<file path="config.mk">
export PLATFORM = sky130hd
export DESIGN_NAME = pot_target_radial_clamp_debounce
export DESIGN_NICKNAME = d
export VERILOG_FILES = /design/src/rtl/core/trcd_pkg.sv /design/src/rtl/core/pot_target_radial_clamp_debounce.sv /design/src/rtl/core/trcd_unit.sv
export SDC_FILE = /design/constraint.sdc
export NUM_CORES = 2
export LEC_CHECK = 0
export BUFFER_PORTS_ARGS = -buffer_cell sky130_fd_sc_hd__buf_4
export CAP_MARGIN = 20
export CELL_PAD_IN_SITES_DETAIL_PLACEMENT = 1
export CELL_PAD_IN_SITES_GLOBAL_PLACEMENT = 2
export CORE_MARGIN = 4
export CORE_UTILIZATION = 42
export CTS_CLUSTER_DIAMETER = 80
export DETAILED_ROUTE_END_ITERATION = 8
export HOLD_SLACK_MARGIN = 0.1
export PLACE_DENSITY_LB_ADDON = 0.1
export SYNTH_ARGS = -nofsm -noshare
export SYNTH_HDL_FRONTEND = slang
export SYNTH_HIERARCHICAL = 1
export SYNTH_SLANG_ARGS = --single-unit
export TNS_END_PERCENT = 10
</file>
<file path="constraint.sdc">
create_clock -name clk_i -period 17.6 [get_ports clk_i]
set_clock_uncertainty 0.05 [all_clocks]
set_input_delay 2.64 -clock clk_i [delete_from_list [all_inputs] [get_ports clk_i]]
set_output_delay 2.64 -clock clk_i [all_outputs]
set_load 0.005 [all_outputs]
</file>
<file path="src/rtl/core/trcd_pkg.sv">
// Shared constants, register codes and unit command types for the radial clamp block.
package trcd_pkg;

  localparam int DEFAULT_ADC_BITS   = 12;
  localparam int DEFAULT_COORD_BITS = 16;

  localparam int ADC_REG_W = 12;
  localparam int CFG_AW    = 3;
  localparam int CFG_DW    = 16;

  // shared divide / square-root unit
  localparam int NUM_W    = 48;
  localparam int ROOT_W   = 24;
  localparam int REM_W    = 26;
  localparam int QUO_BITS = 17;
  localparam int CNT_W    = $clog2(ROOT_W + 1);

  // internal signed width of a mapped coordinate
  localparam int VAL_W = 19;

  typedef enum logic [CFG_AW-1:0] {
    REG_ADC_LOW    = 3'd0,
    REG_ADC_HIGH   = 3'd1,
    REG_RADIUS_MIN = 3'd2,
    REG_RADIUS_MAX = 3'd3,
    REG_HEIGHT_MIN = 3'd4,
    REG_HEIGHT_MAX = 3'd5,
    REG_DEBOUNCE   = 3'd6
  } cfg_reg_e;

  typedef struct packed {
    logic              start;
    logic              op_sqrt;
    logic [NUM_W-1:0]  num;
    logic [ROOT_W-1:0] den;
  } unit_cmd_t;

  typedef struct packed {
    logic              busy;
    logic              done;
    logic [ROOT_W-1:0] result;
  } unit_sts_t;

endpackage

</file>
<file path="src/rtl/core/pot_target_radial_clamp_debounce.sv">
// Top level: pot sample mapping, annulus clamp and commit button debounce.
//
// Each accepted beat carries four converter samples, a raw button level and a
// millisecond time. The samples are clamped and mapped to x/y (+-radius_max),
// z (height_min..height_max) and grip (0..1 in Q1.15), each with one shared
// multiply and a divide; the divide is skipped when the converter range is
// empty. The x,y point is then pushed onto the annulus radius_min..radius_max
// with a square root and two more divides. The button is debounced as the
// beat is taken. The square root and all divides run on the single
// shift-subtract unit. The input is not ready while an item is in work; a
// finished result waits in the output register while the next item is
// accepted. Configuration writes are always taken.
module pot_target_radial_clamp_debounce #(
  parameter int ADC_BITS   = trcd_pkg::DEFAULT_ADC_BITS,
  parameter int COORD_BITS = trcd_pkg::DEFAULT_COORD_BITS
) (
  input  logic                        clk_i,
  input  logic                        rst_ni,
  input  logic                        cfg_valid_i,
  output logic                        cfg_ready_o,
  input  logic [trcd_pkg::CFG_AW-1:0] cfg_index_i,
  input  logic [trcd_pkg::CFG_DW-1:0] cfg_data_i,
  input  logic                        in_valid_i,
  output logic                        in_ready_o,
  input  logic [ADC_BITS-1:0]         sample_x_i,
  input  logic [ADC_BITS-1:0]         sample_y_i,
  input  logic [ADC_BITS-1:0]         sample_z_i,
  input  logic [ADC_BITS-1:0]         sample_grip_i,
  input  logic                        button_level_i,
  input  logic [31:0]                 time_ms_i,
  output logic                        out_valid_o,
  input  logic                        out_ready_i,
  output logic signed [COORD_BITS-1:0] target_x_o,
  output logic signed [COORD_BITS-1:0] target_y_o,
  output logic signed [COORD_BITS-1:0] target_z_o,
  output logic [15:0]                 grip_level_o,
  output logic                        commit_edge_o,
  output logic                        commit_held_o
);
  import trcd_pkg::*;

  localparam int AW = (ADC_BITS > ADC_REG_W) ? ADC_BITS : ADC_REG_W;
  localparam logic [ADC_REG_W-1:0] ADC_MASK =
    (ADC_BITS >= ADC_REG_W) ? {ADC_REG_W{1'b1}} : ADC_REG_W'((1 << ADC_BITS) - 1);
  localparam logic signed [32:0] CMAX = (33'sd1 <<< (COORD_BITS - 1)) - 33'sd1;
  localparam logic signed [32:0] CMIN = -CMAX - 33'sd1;

  typedef enum logic [13:0] {
    S_IDLE     = 14'b00000000000001,
    S_MAP_MUL  = 14'b00000000000010,
    S_MAP_DIV  = 14'b00000000000100,
    S_MAP_WR   = 14'b00000000001000,
    S_SQ_X     = 14'b00000000010000,
    S_SQ_Y     = 14'b00000000100000,
    S_RMIN_SQ  = 14'b00000001000000,
    S_RMAX_SQ  = 14'b00000010000000,
    S_CHECK    = 14'b00000100000000,
    S_ROOT     = 14'b00001000000000,
    S_CL_MUL   = 14'b00010000000000,
    S_CL_DIV   = 14'b00100000000000,
    S_CL_WR    = 14'b01000000000000,
    S_OUT      = 14'b10000000000000
  } state_e;

  state_e state_q, state_d;

  // configuration
  logic [ADC_REG_W-1:0] adc_low_q, adc_high_q;
  logic [14:0]          rmin_q, rmax_q;
  logic signed [15:0]   hmin_q, hmax_q;
  logic [7:0]           db_q;

  // debounce state
  logic        prev_raw_q, stable_q, prev_stable_q;
  logic [31:0] chg_time_q;
  logic        pend_edge_q, pend_held_q;

  // item work registers
  logic [AW-1:0]           samp_q [4];
  logic [1:0]              ch_q, ch_d;
  logic signed [VAL_W-1:0] val_q [4];
  logic signed [VAL_W-1:0] lo_q;
  logic                    neg_q, skip_q;
  logic [NUM_W-1:0]        num_q;
  logic [ROOT_W-1:0]       den_q;
  logic                    start_q, op_sqrt_q;
  logic [31:0]             s_q;
  logic [29:0]             rmin_sq_q, rmax_sq_q;
  logic [14:0]             limit_q;
  logic [ROOT_W-1:0]       root_q;

  // output register
  logic                        out_valid_q;
  logic signed [COORD_BITS-1:0] tx_q, ty_q, tz_q;
  logic [15:0]                 grip_q;
  logic                        edge_q, held_q;

  unit_cmd_t unit_cmd;
  unit_sts_t unit_sts;

  trcd_unit u_unit (
    .clk_i  (clk_i),
    .rst_ni (rst_ni),
    .cmd_i  (unit_cmd),
    .sts_o  (unit_sts)
  );

  assign unit_cmd.start   = start_q;
  assign unit_cmd.op_sqrt = op_sqrt_q;
  assign unit_cmd.num     = num_q;
  assign unit_cmd.den     = den_q;

  assign cfg_ready_o = 1'b1;
  assign in_ready_o  = (state_q == S_IDLE);

  function automatic logic signed [COORD_BITS-1:0] sat_coord(logic signed [VAL_W-1:0] v);
    logic signed [32:0] w;
    w = 33'(v);
    if (w > CMAX) w = CMAX;
    if (w < CMIN) w = CMIN;
    return w[COORD_BITS-1:0];
  endfunction

  // shared multiplier
  logic [16:0] mul_a, mul_b;
  logic [33:0] prod;
  assign prod = mul_a * mul_b;

  // mapping operands for the current channel
  logic [AW-1:0]           a_ext, b_ext, c_clamp;
  logic [ADC_REG_W-1:0]    c_diff, range_w;
  logic                    empty_rng;
  logic signed [VAL_W-1:0] map_lo;
  logic [16:0]             span_mag;
  logic                    span_neg;
  logic signed [16:0]      hspan;
  logic [16:0]             quo;
  logic signed [VAL_W-1:0] sq_val, cur_val, abs_val;

  always_comb begin
    a_ext     = AW'(adc_low_q);
    b_ext     = AW'(adc_high_q);
    empty_rng = (adc_high_q <= adc_low_q);
    c_clamp   = samp_q[ch_q];
    if (c_clamp < a_ext) c_clamp = a_ext;
    if (c_clamp > b_ext) c_clamp = b_ext;
    c_diff  = ADC_REG_W'(c_clamp - a_ext);
    range_w = adc_high_q - adc_low_q;
    hspan   = 17'(hmax_q) - 17'(hmin_q);
    case (ch_q)
      2'd0, 2'd1: begin
        map_lo   = -$signed(VAL_W'(rmax_q));
        span_mag = {1'b0, rmax_q, 1'b0};
        span_neg = 1'b0;
      end
      2'd2: begin
        map_lo   = VAL_W'(hmin_q);
        span_neg = hspan[16];
        span_mag = span_neg ? 17'(-hspan) : 17'(hspan);
      end
      default: begin
        map_lo   = '0;
        span_mag = 17'd32768;
        span_neg = 1'b0;
      end
    endcase
    quo     = unit_sts.result[QUO_BITS-1:0];
    sq_val  = neg_q ? -$signed(VAL_W'(quo)) : $signed(VAL_W'(quo));
    cur_val = val_q[ch_q];
    abs_val = cur_val[VAL_W-1] ? -cur_val : cur_val;

    mul_a = 17'(c_diff);
    mul_b = span_mag;
    case (state_q)
      S_SQ_X: begin
        mul_a = val_q[0][VAL_W-1] ? 17'(-val_q[0]) : 17'(val_q[0]);
        mul_b = mul_a;
      end
      S_SQ_Y: begin
        mul_a = val_q[1][VAL_W-1] ? 17'(-val_q[1]) : 17'(val_q[1]);
        mul_b = mul_a;
      end
      S_RMIN_SQ: begin
        mul_a = 17'(rmin_q);
        mul_b = 17'(rmin_q);
      end
      S_RMAX_SQ: begin
        mul_a = 17'(rmax_q);
        mul_b = 17'(rmax_q);
      end
      S_CL_MUL: begin
        mul_a = 17'(abs_val);
        mul_b = 17'(limit_q);
      end
      default: ;
    endcase
  end

  // debounce at accept
  logic        raw_chg, stable_nx;
  logic [31:0] chg_nx, age;
  always_comb begin
    raw_chg   = (button_level_i != prev_raw_q);
    chg_nx    = raw_chg ? time_ms_i : chg_time_q;
    age       = time_ms_i - chg_nx;
    stable_nx = (age > 32'(db_q)) ? button_level_i : stable_q;
  end

  logic in_fire, out_load;
  assign in_fire  = in_valid_i && in_ready_o;
  assign out_load = (state_q == S_OUT) && (!out_valid_q || out_ready_i);

  always_comb begin
    state_d = state_q;
    ch_d    = ch_q;
    case (state_q)
      S_IDLE: if (in_fire) begin
        state_d = S_MAP_MUL;
        ch_d    = 2'd0;
      end
      S_MAP_MUL: state_d = empty_rng ? S_MAP_WR : S_MAP_DIV;
      S_MAP_DIV: if (unit_sts.done) state_d = S_MAP_WR;
      S_MAP_WR: begin
        if (ch_q == 2'd3) begin
          state_d = S_SQ_X;
        end else begin
          ch_d    = ch_q + 2'd1;
          state_d = S_MAP_MUL;
        end
      end
      S_SQ_X:    state_d = S_SQ_Y;
      S_SQ_Y:    state_d = S_RMIN_SQ;
      S_RMIN_SQ: state_d = S_RMAX_SQ;
      S_RMAX_SQ: state_d = S_CHECK;
      S_CHECK: begin
        if (s_q == '0) begin
          state_d = S_OUT;
        end else if (s_q < 32'(rmin_sq_q) || s_q > 32'(rmax_sq_q)) begin
          state_d = S_ROOT;
        end else begin
          state_d = S_OUT;
        end
      end
      S_ROOT: if (unit_sts.done) begin
        state_d = S_CL_MUL;
        ch_d    = 2'd0;
      end
      S_CL_MUL: state_d = S_CL_DIV;
      S_CL_DIV: if (unit_sts.done) state_d = S_CL_WR;
      S_CL_WR: begin
        if (ch_q == 2'd1) begin
          state_d = S_OUT;
        end else begin
          ch_d    = 2'd1;
          state_d = S_CL_MUL;
        end
      end
      S_OUT: if (out_load) state_d = S_IDLE;
      default: state_d = S_IDLE;
    endcase
  end

  always_ff @(posedge clk_i or negedge rst_ni) begin
    if (!rst_ni) begin
      state_q       <= S_IDLE;
      ch_q          <= '0;
      start_q       <= 1'b0;
      op_sqrt_q     <= 1'b0;
      out_valid_q   <= 1'b0;
      adc_low_q     <= '0;
      adc_high_q    <= ADC_REG_W'(1023) & ADC_MASK;
      rmin_q        <= 15'd800;
      rmax_q        <= 15'd3200;
      hmin_q        <= '0;
      hmax_q        <= 16'sd3200;
      db_q          <= 8'd30;
      prev_raw_q    <= 1'b0;
      stable_q      <= 1'b0;
      prev_stable_q <= 1'b0;
      chg_time_q    <= '0;
    end else begin
      state_q     <= state_d;
      ch_q        <= ch_d;
      start_q     <= 1'b0;
      out_valid_q <= out_load || (out_valid_q && !out_ready_i);

      if (cfg_valid_i && cfg_ready_o) begin
        case (cfg_reg_e'(cfg_index_i))
          REG_ADC_LOW:    adc_low_q  <= cfg_data_i[ADC_REG_W-1:0] & ADC_MASK;
          REG_ADC_HIGH:   adc_high_q <= cfg_data_i[ADC_REG_W-1:0] & ADC_MASK;
          REG_RADIUS_MIN: rmin_q     <= cfg_data_i[14:0];
          REG_RADIUS_MAX: rmax_q     <= cfg_data_i[14:0];
          REG_HEIGHT_MIN: hmin_q     <= $signed(cfg_data_i);
          REG_HEIGHT_MAX: hmax_q     <= $signed(cfg_data_i);
          REG_DEBOUNCE:   db_q       <= cfg_data_i[7:0];
          default: ;
        endcase
      end

      if (in_fire) begin
        prev_raw_q    <= button_level_i;
        chg_time_q    <= chg_nx;
        stable_q      <= stable_nx;
        prev_stable_q <= stable_nx;
      end

      // launch the shared unit
      if (state_q == S_MAP_MUL && !empty_rng) begin
        start_q   <= 1'b1;
        op_sqrt_q <= 1'b0;
      end
      if (state_q == S_CHECK && state_d == S_ROOT) begin
        start_q   <= 1'b1;
        op_sqrt_q <= 1'b1;
      end
      if (state_q == S_CL_MUL) begin
        start_q   <= 1'b1;
        op_sqrt_q <= 1'b0;
      end
    end
  end

  always_ff @(posedge clk_i) begin
    if (in_fire) begin
      samp_q[0]   <= AW'(sample_x_i);
      samp_q[1]   <= AW'(sample_y_i);
      samp_q[2]   <= AW'(sample_z_i);
      samp_q[3]   <= AW'(sample_grip_i);
      pend_edge_q <= stable_nx && !prev_stable_q;
      pend_held_q <= stable_nx;
    end
    case (state_q)
      S_MAP_MUL: begin
        lo_q   <= map_lo;
        neg_q  <= span_neg;
        skip_q <= empty_rng;
        num_q  <= NUM_W'(prod) + NUM_W'(range_w >> 1);
        den_q  <= ROOT_W'(range_w);
      end
      S_MAP_WR:  val_q[ch_q] <= skip_q ? lo_q : lo_q + sq_val;
      S_SQ_X:    s_q <= prod[31:0];
      S_SQ_Y:    s_q <= s_q + prod[31:0];
      S_RMIN_SQ: rmin_sq_q <= prod[29:0];
      S_RMAX_SQ: rmax_sq_q <= prod[29:0];
      S_CHECK: begin
        if (s_q == '0) begin
          val_q[0] <= VAL_W'(rmin_q);
          val_q[1] <= '0;
        end
        // inner test first: it wins when the annulus is inverted
        limit_q <= (s_q < 32'(rmin_sq_q)) ? rmin_q : rmax_q;
        num_q   <= NUM_W'(s_q) << 16;
      end
      S_ROOT: if (unit_sts.done) root_q <= unit_sts.result;
      S_CL_MUL: begin
        neg_q <= cur_val[VAL_W-1];
        num_q <= (NUM_W'(prod) << 8) + NUM_W'(root_q >> 1);
        den_q <= root_q;
      end
      S_CL_WR: val_q[ch_q] <= sq_val;
      default: ;
    endcase
    if (out_load) begin
      tx_q   <= sat_coord(val_q[0]);
      ty_q   <= sat_coord(val_q[1]);
      tz_q   <= sat_coord(val_q[2]);
      grip_q <= val_q[3][15:0];
      edge_q <= pend_edge_q;
      held_q <= pend_held_q;
    end
  end

  assign out_valid_o   = out_valid_q;
  assign target_x_o    = tx_q;
  assign target_y_o    = ty_q;
  assign target_z_o    = tz_q;
  assign grip_level_o  = grip_q;
  assign commit_edge_o = edge_q;
  assign commit_held_o = held_q;

endmodule

</file>
<file path="src/rtl/core/trcd_unit.sv">
// Shared one-bit-per-cycle restoring divider and square-root unit.
module trcd_unit (
  input  logic                clk_i,
  input  logic                rst_ni,
  input  trcd_pkg::unit_cmd_t cmd_i,
  output trcd_pkg::unit_sts_t sts_o
);
  import trcd_pkg::*;

  logic [REM_W-1:0]  rem_q, rem_d;
  logic [NUM_W-1:0]  acc_q, acc_d;
  logic [ROOT_W-1:0] res_q, res_d;
  logic [ROOT_W-1:0] den_q, den_d;
  logic [CNT_W-1:0]  cnt_q, cnt_d;
  logic              busy_q, busy_d;
  logic              done_q, done_d;
  logic              sqrt_q, sqrt_d;

  logic [REM_W:0] t_val, trial, diff;
  logic           ge;

  always_comb begin
    if (sqrt_q) begin
      t_val = {rem_q[REM_W-2:0], acc_q[NUM_W-1 -: 2]};
      trial = {1'b0, res_q, 2'b01};
    end else begin
      t_val = {1'b0, rem_q[REM_W-2:0], acc_q[NUM_W-1]};
      trial = {(REM_W + 1 - ROOT_W)'(0), den_q};
    end
    ge   = (t_val >= trial);
    diff = t_val - trial;
  end

  always_comb begin
    rem_d  = rem_q;
    acc_d  = acc_q;
    res_d  = res_q;
    den_d  = den_q;
    cnt_d  = cnt_q;
    busy_d = busy_q;
    sqrt_d = sqrt_q;
    done_d = 1'b0;
    if (cmd_i.start) begin
      busy_d = 1'b1;
      sqrt_d = cmd_i.op_sqrt;
      den_d  = cmd_i.den;
      res_d  = '0;
      if (cmd_i.op_sqrt) begin
        rem_d = '0;
        acc_d = cmd_i.num;
        cnt_d = CNT_W'(ROOT_W);
      end else begin
        // high part is below the divisor, low part feeds quotient bits
        rem_d = REM_W'(cmd_i.num >> QUO_BITS);
        acc_d = cmd_i.num << (NUM_W - QUO_BITS);
        cnt_d = CNT_W'(QUO_BITS);
      end
    end else if (busy_q) begin
      rem_d = ge ? diff[REM_W-1:0] : t_val[REM_W-1:0];
      res_d = {res_q[ROOT_W-2:0], ge};
      acc_d = sqrt_q ? (acc_q << 2) : (acc_q << 1);
      cnt_d = cnt_q - CNT_W'(1);
      if (cnt_q == CNT_W'(1)) begin
        busy_d = 1'b0;
        done_d = 1'b1;
      end
    end
  end

  always_ff @(posedge clk_i or negedge rst_ni) begin
    if (!rst_ni) begin
      busy_q <= 1'b0;
      done_q <= 1'b0;
      cnt_q  <= '0;
      sqrt_q <= 1'b0;
    end else begin
      busy_q <= busy_d;
      done_q <= done_d;
      cnt_q  <= cnt_d;
      sqrt_q <= sqrt_d;
    end
  end

  always_ff @(posedge clk_i) begin
    rem_q <= rem_d;
    acc_q <= acc_d;
    res_q <= res_d;
    den_q <= den_d;
  end

  assign sts_o.busy   = busy_q;
  assign sts_o.done   = done_q;
  assign sts_o.result = res_q;

endmodule

</file>
# [Word-level counts from Yosys, hierarchy flattened]
# Memory sizes are Yosys's and may differ from the RTL's. A register that Yosys moved wholly into a read port is not among the register bits.
# Cells that the tools add are included.
[op_classes] n_mul=1 addsub=17 n_mux=80 magnitude_cmp=13 reduce_logical=33 n_eq_ne=30 n_bitwise=1
[ops] cell="2-to-1 mux 33 bit" n=6
[ops] cell="case mux 14 bit (14 select lines)" n=1
[ops] cell="2-to-1 mux 48 bit" n=4
[ops] cell="case mux 17 bit (5 select lines)" n=2
[ops] cell="case mux 48 bit (3 select lines)" n=1
[ops] cell="2-to-1 mux 14 bit" n=8
[ops] cell="2-to-1 mux 25 bit" n=4
[ops] cell="less-than comparator 33 x 16 -> 1 bit (second input constant)" n=3
[ops] cell="2-to-1 mux 19 bit" n=4
[ops] cell="2-to-1 mux 17 bit" n=4
[ops] cell="negation 17 bit" n=4
[ops] cell="case mux 32 bit (2 select lines)" n=1
[ops] cell="> comparator 19 x 16 -> 1 bit (second input constant)" n=3
[ops] cell="case mux 24 bit (2 select lines)" n=1
[ops] cell="adder 42 x 23 -> 43 bit" n=1
[ops] cell="case mux 19 bit (2 select lines)" n=1
[ops] cell="adder 34 x 11 -> 35 bit" n=1
[ops] cell="multiplier 17 x 17 -> 34 bit" n=1
[ops] cell="case mux 17 bit (2 select lines)" n=1
[ops] cell="adder 32 bit" n=1
[ops] cell="> comparator 32 x 30 -> 1 bit" n=1
[ops] cell="> comparator 32 x 8 -> 1 bit" n=1
[ops] cell="zero test 32 bit" n=1
[ops] cell="less-than comparator 32 x 30 -> 1 bit" n=1
[ops] cell="60 further kinds" n=119
[totals] regBits=552 output_inout_bits=69 wordCells=217 in_bits=105 mem_bits_rw=124 n_memories=2
[mem_list] memory="val_q" words=4 width=19 read_ports=5 rd_ports_with_merged_regs=1 write_ports=2 line="pot_target_radial_clamp_debounce.sv:81" rtl="logic signed [VAL_W-1:0] val_q [4];"
[mem_list] memory="samp_q" words=4 width=12 read_ports=1 rd_ports_with_merged_regs=0 write_ports=4 line="pot_target_radial_clamp_debounce.sv:79" rtl="logic [AW-1:0] samp_q [4];"

# [Logic depth before layout (Yosys ltp)]
# An unclocked memory read counts as a cell.
[logic_depth] word_depth=10 mapped_depth=67

# [Modules after synthesis]
# The synthesis kept the hierarchy.
[by_module_without_submodules] module="pot_target_radial_clamp_debounce" n_inst=1 seq_area_each_um2=15940.3 area_per_inst_um2=45049.5 cells_each=4636
[by_module_without_submodules] module="trcd_unit" n_inst=1 seq_area_each_um2=3593.4 area_per_inst_um2=7621.1 cells_each=701

# [Worst setup path after synthesis]
# No wires, ideal clock.
[synth_path] path_type="register -> register" from="register ch_q[0]" to="register s_q[29] (data pin)" setup_ns=0.260 path_buffers=6 synth_period_minus_slack_ns=15.100 setup_slack_ns=2.500 path_stages_with_launch=63 t_arrival_ns=14.790 required_time_ns=17.290 path_cell_list="dfrtp_1 -> buf_1 -> buf_2 -> buf_1 -> mux4_2 -> ha_1 -> a21o_1 -> a21o_1 -> a221oi_1 -> o221ai_1 -> clkbuf_1 -> nand2_1 -> o21ai_0 -> ha_1 -> a21o_1 -> a21o_1 -> a21oi_1 -> o21a_1 -> (+27 left out) -> and3_1 -> and3_1 -> a21oi_1 -> a21oi_1 -> o21a_1 -> nor2_1 -> ha_1 -> and3_1 -> a221o_1 -> a21o_1 -> a21oi_1 -> nor3b_1 -> a211oi_1 -> nor2_1 -> o21bai_1 -> a311oi_1 -> xnor2_1 -> mux2_2"
[synth_via] elab_chain_len=10
[synth_rtl] element="from (decl)" line="pot_target_radial_clamp_debounce.sv:80" rtl="logic [1:0] ch_q, ch_d;"
[synth_rtl] element="from (signal assigned)" line="pot_target_radial_clamp_debounce.sv:283" rtl="ch_q <= ch_d;"
[synth_rtl] element="memory (4 x 12 bit)"
[synth_rtl] element="less-than comparator 12 bit" line="pot_target_radial_clamp_debounce.sv:145" rtl="if (c_clamp < a_ext) c_clamp = a_ext;"
[synth_rtl] element="2-to-1 mux 12 bit" line="pot_target_radial_clamp_debounce.sv:145"
[synth_rtl] element="> comparator 12 bit" line="pot_target_radial_clamp_debounce.sv:146" rtl="if (c_clamp > b_ext) c_clamp = b_ext;"
[synth_rtl] element="2-to-1 mux 12 bit" line="pot_target_radial_clamp_debounce.sv:146"
[synth_rtl] element="subtractor 12 bit" line="pot_target_radial_clamp_debounce.sv:147" rtl="c_diff = ADC_REG_W'(c_clamp - a_ext);"
[synth_rtl] element="case mux 17 bit (5 select lines)" line="pot_target_radial_clamp_debounce.sv:174" rtl="case (state_q)"
[synth_rtl] element="multiplier 17 x 17 -> 34 bit *" line="pot_target_radial_clamp_debounce.sv:127" rtl="assign prod = mul_a * mul_b;"
[synth_rtl] element="named net prod[16]" line="pot_target_radial_clamp_debounce.sv:126" rtl="logic [33:0] prod;"
[synth_rtl] element="adder 32 bit *" line="pot_target_radial_clamp_debounce.sv:342" rtl="S_SQ_Y: s_q <= s_q + prod[31:0];"
[synth_rtl] element="case mux 32 bit (2 select lines) *" line="pot_target_radial_clamp_debounce.sv:332" rtl="case (state_q)"
[synth_rtl] element="to (signal assigned)" line="pot_target_radial_clamp_debounce.sv:341" rtl="S_SQ_X: s_q <= prod[31:0];"
[synth_rtl] element="to (signal assigned)" line="pot_target_radial_clamp_debounce.sv:342"
[synth_rtl] element="to (decl)" line="pot_target_radial_clamp_debounce.sv:87" rtl="logic [31:0] s_q;"
# The timed path passes the listed nets; every way through them passes the cells marked *.
# A chain may end at the register's enable or synchronous reset.

# [Worst setup path after layout]
# Ends and elaborated chain as after synthesis.

==> impl_results.md <==
- Hold Violations, Final: 0
- Placed Instance Area: 0.0559 sq mm
- HPWL after DPL: 153000 um
- Worst Hold Launch: den_q[0]
- Antenna Nets Post-Route: 0
- Critical-path top delay cell: mux4_2
- Worst path arrival time: 16.03 ns
- Die Ht: 362 um
- Final WL: 195000 um
- Slew HR: 19.7%
- All-layer global routing usage: 29.6%
- Largest net degree at the start of global routing: 74
- Vias in the first global route: 43900
- Starting DRT DRC Count: 3089
- RR Startpoint: ch_q[0]
- Worst Tran Pin Value: 1.20 ns
- Required time worst endpoint: 18.02 ns
- Worst-path clk slew: 0.06 ns
- H-tree depth: 3
- Syn_area_per_cell: 9.87 sq um
- Maximum clock frequency: 0.0641 GHz
- Detail-routed via count per cell: 5.86
- PostCTS Resize Cnt: 0
- FP Rows: 129
- Cts bufs inserted: 85
- DIE WIDTH: 362 um
- Most common cell after layout, fill and taps aside: nand2_1
- TritonRoute pass-1 iters: 6
- CP endpoint kind: flip-flop
- Hold-fix buffers at CTS: 0
- Clock latency on the worst-skew pair: 0.72 ns
- Number of remaining DRC errors: 0
- Starting density of the core: 42.4%
- Setup Buffers After CTS: 0
- Final core occ: 47.4%
- First-pass GRT wire length: 291000 um
- Setup violations, final: 0
- Crit path launch: ch_q[0]
- Total number of vias: 42100
- Slew Limit Fails: 0
- I/O pins: 174
- Design area: 0.0588 sq mm
- WL per Instance: 27.2 um
- Layout cells sized above 1: 11.7%
- CTS tree: yes
- Final period util: 88.7%
- Area growth, synth to finish: 11.7%
- Clk root buf: clkbuf_16
- CP max stage delay: 0.60 ns
- Hold Path Class: reg2reg
- Die area: 0.131 sq mm
- Ys Warns: 6
- Maxcap violations: 0
- Grt total ovfl: 0
- Status: completed
- CTS Buffer Depth: 3
- Crit path kind: reg2reg
- Clock sink count: 691
- RD Place Congestion: 0.914
- Core area: 0.124 sq mm
- Nets: 6189
- Cell Area, Synth: 0.0527 sq mm
- Post-route minimum period: 15.61 ns
- Synthesized net count: 6058
- Initial antenna violation count: 2
- TNS Setup: 0 ns
- Filler cells: 13800
- Most frequent cells in the layout: nand2_1, inv_1, edfxtp_1
- Port Buf Inserts: 172
- RSZ-0062 raised after global routing: false
- Synth Instances: 5336
- Worst-path fanout max: 25
- Startpoint class of the critical path: flip-flop
## cell type report
type / count / area (sq um) / area share [%]
clock inverters: 62 / 694 / 1.18
inverters: 509 / 1910 / 3.25
diodes: 1 / 2.50 / 0.00425
flip-flops and latches: 691 / 19500 / 33.2
well taps: 1637 / 2050 / 3.48
repair buffers: 263 / 2010 / 3.41
clock buffers: 97 / 2190 / 3.73
multi-input cells: 3917 / 30400 / 51.7
## per-stage QoR
| stage | setup WS (ns) | hold WS, ns | cells |
|---|---|---|---|
| final | 1.99 | 0.368 | 7177 |
| after global routing | 0.885 | 0.373 | 7176 |
| after CTS | 1.99 | 0.369 | 7174 |
| after detailed placement | 2.05 | 0.356 | 7015 |
| after global placement | 2.25 | 0.351 | 7015 |
| after floorplan | 2.50 | 0.350 | 5336 |
## sequential cells by signal, summed over array words and instances (netlist names), 25 cells and up
register	flops
chg_time_q	32
rmin_sq_q	30
val_q	75
u_unit/acc_q	48
u_unit/rem_q	25
rmax_sq_q	30
samp_q	48
s_q	32
num_q	48
## layer usage
layer	GRT usage [%]	vias up	routed length (um)
met5	0	-	0
met4	11.4	0	8680
met3	4.26	313	9730
met2	49.6	1186	93500
met1	38.8	21300	83400
li1	-	19200	-
## worst paths after layout
path	cells past startpoint	slack [ns]	endpoint
min reg2reg	0	0.37	u_unit/den_q[0]
max	59	1.99	s_q[29]
max in group asynchronous	3	13.62	rmax_q[5]
max reg2reg	59	1.99	s_q[29]
min	0	0.37	u_unit/den_q[0]
min in group asynchronous	1	1.93	chg_time_q[13]
## worst max-delay path: cells and delay by family (launching register included)
kind | cells | cell delay (ns)
buffers and inverters | 6 | 1.13
multiplexers | 2 | 0.86
adder cells (fa/ha/maj) | 11 | 4.71
AO/OA/AOI/OAI | 25 | 4.78
flip-flops | 1 | 0.56
XOR/XNOR | 1 | 0.10
AND/OR/NAND/NOR | 14 | 3.16
Power is left out: the tool's default activity adds up to more than one toggle a clock period on the data nets, which glitch-free logic cannot reach.
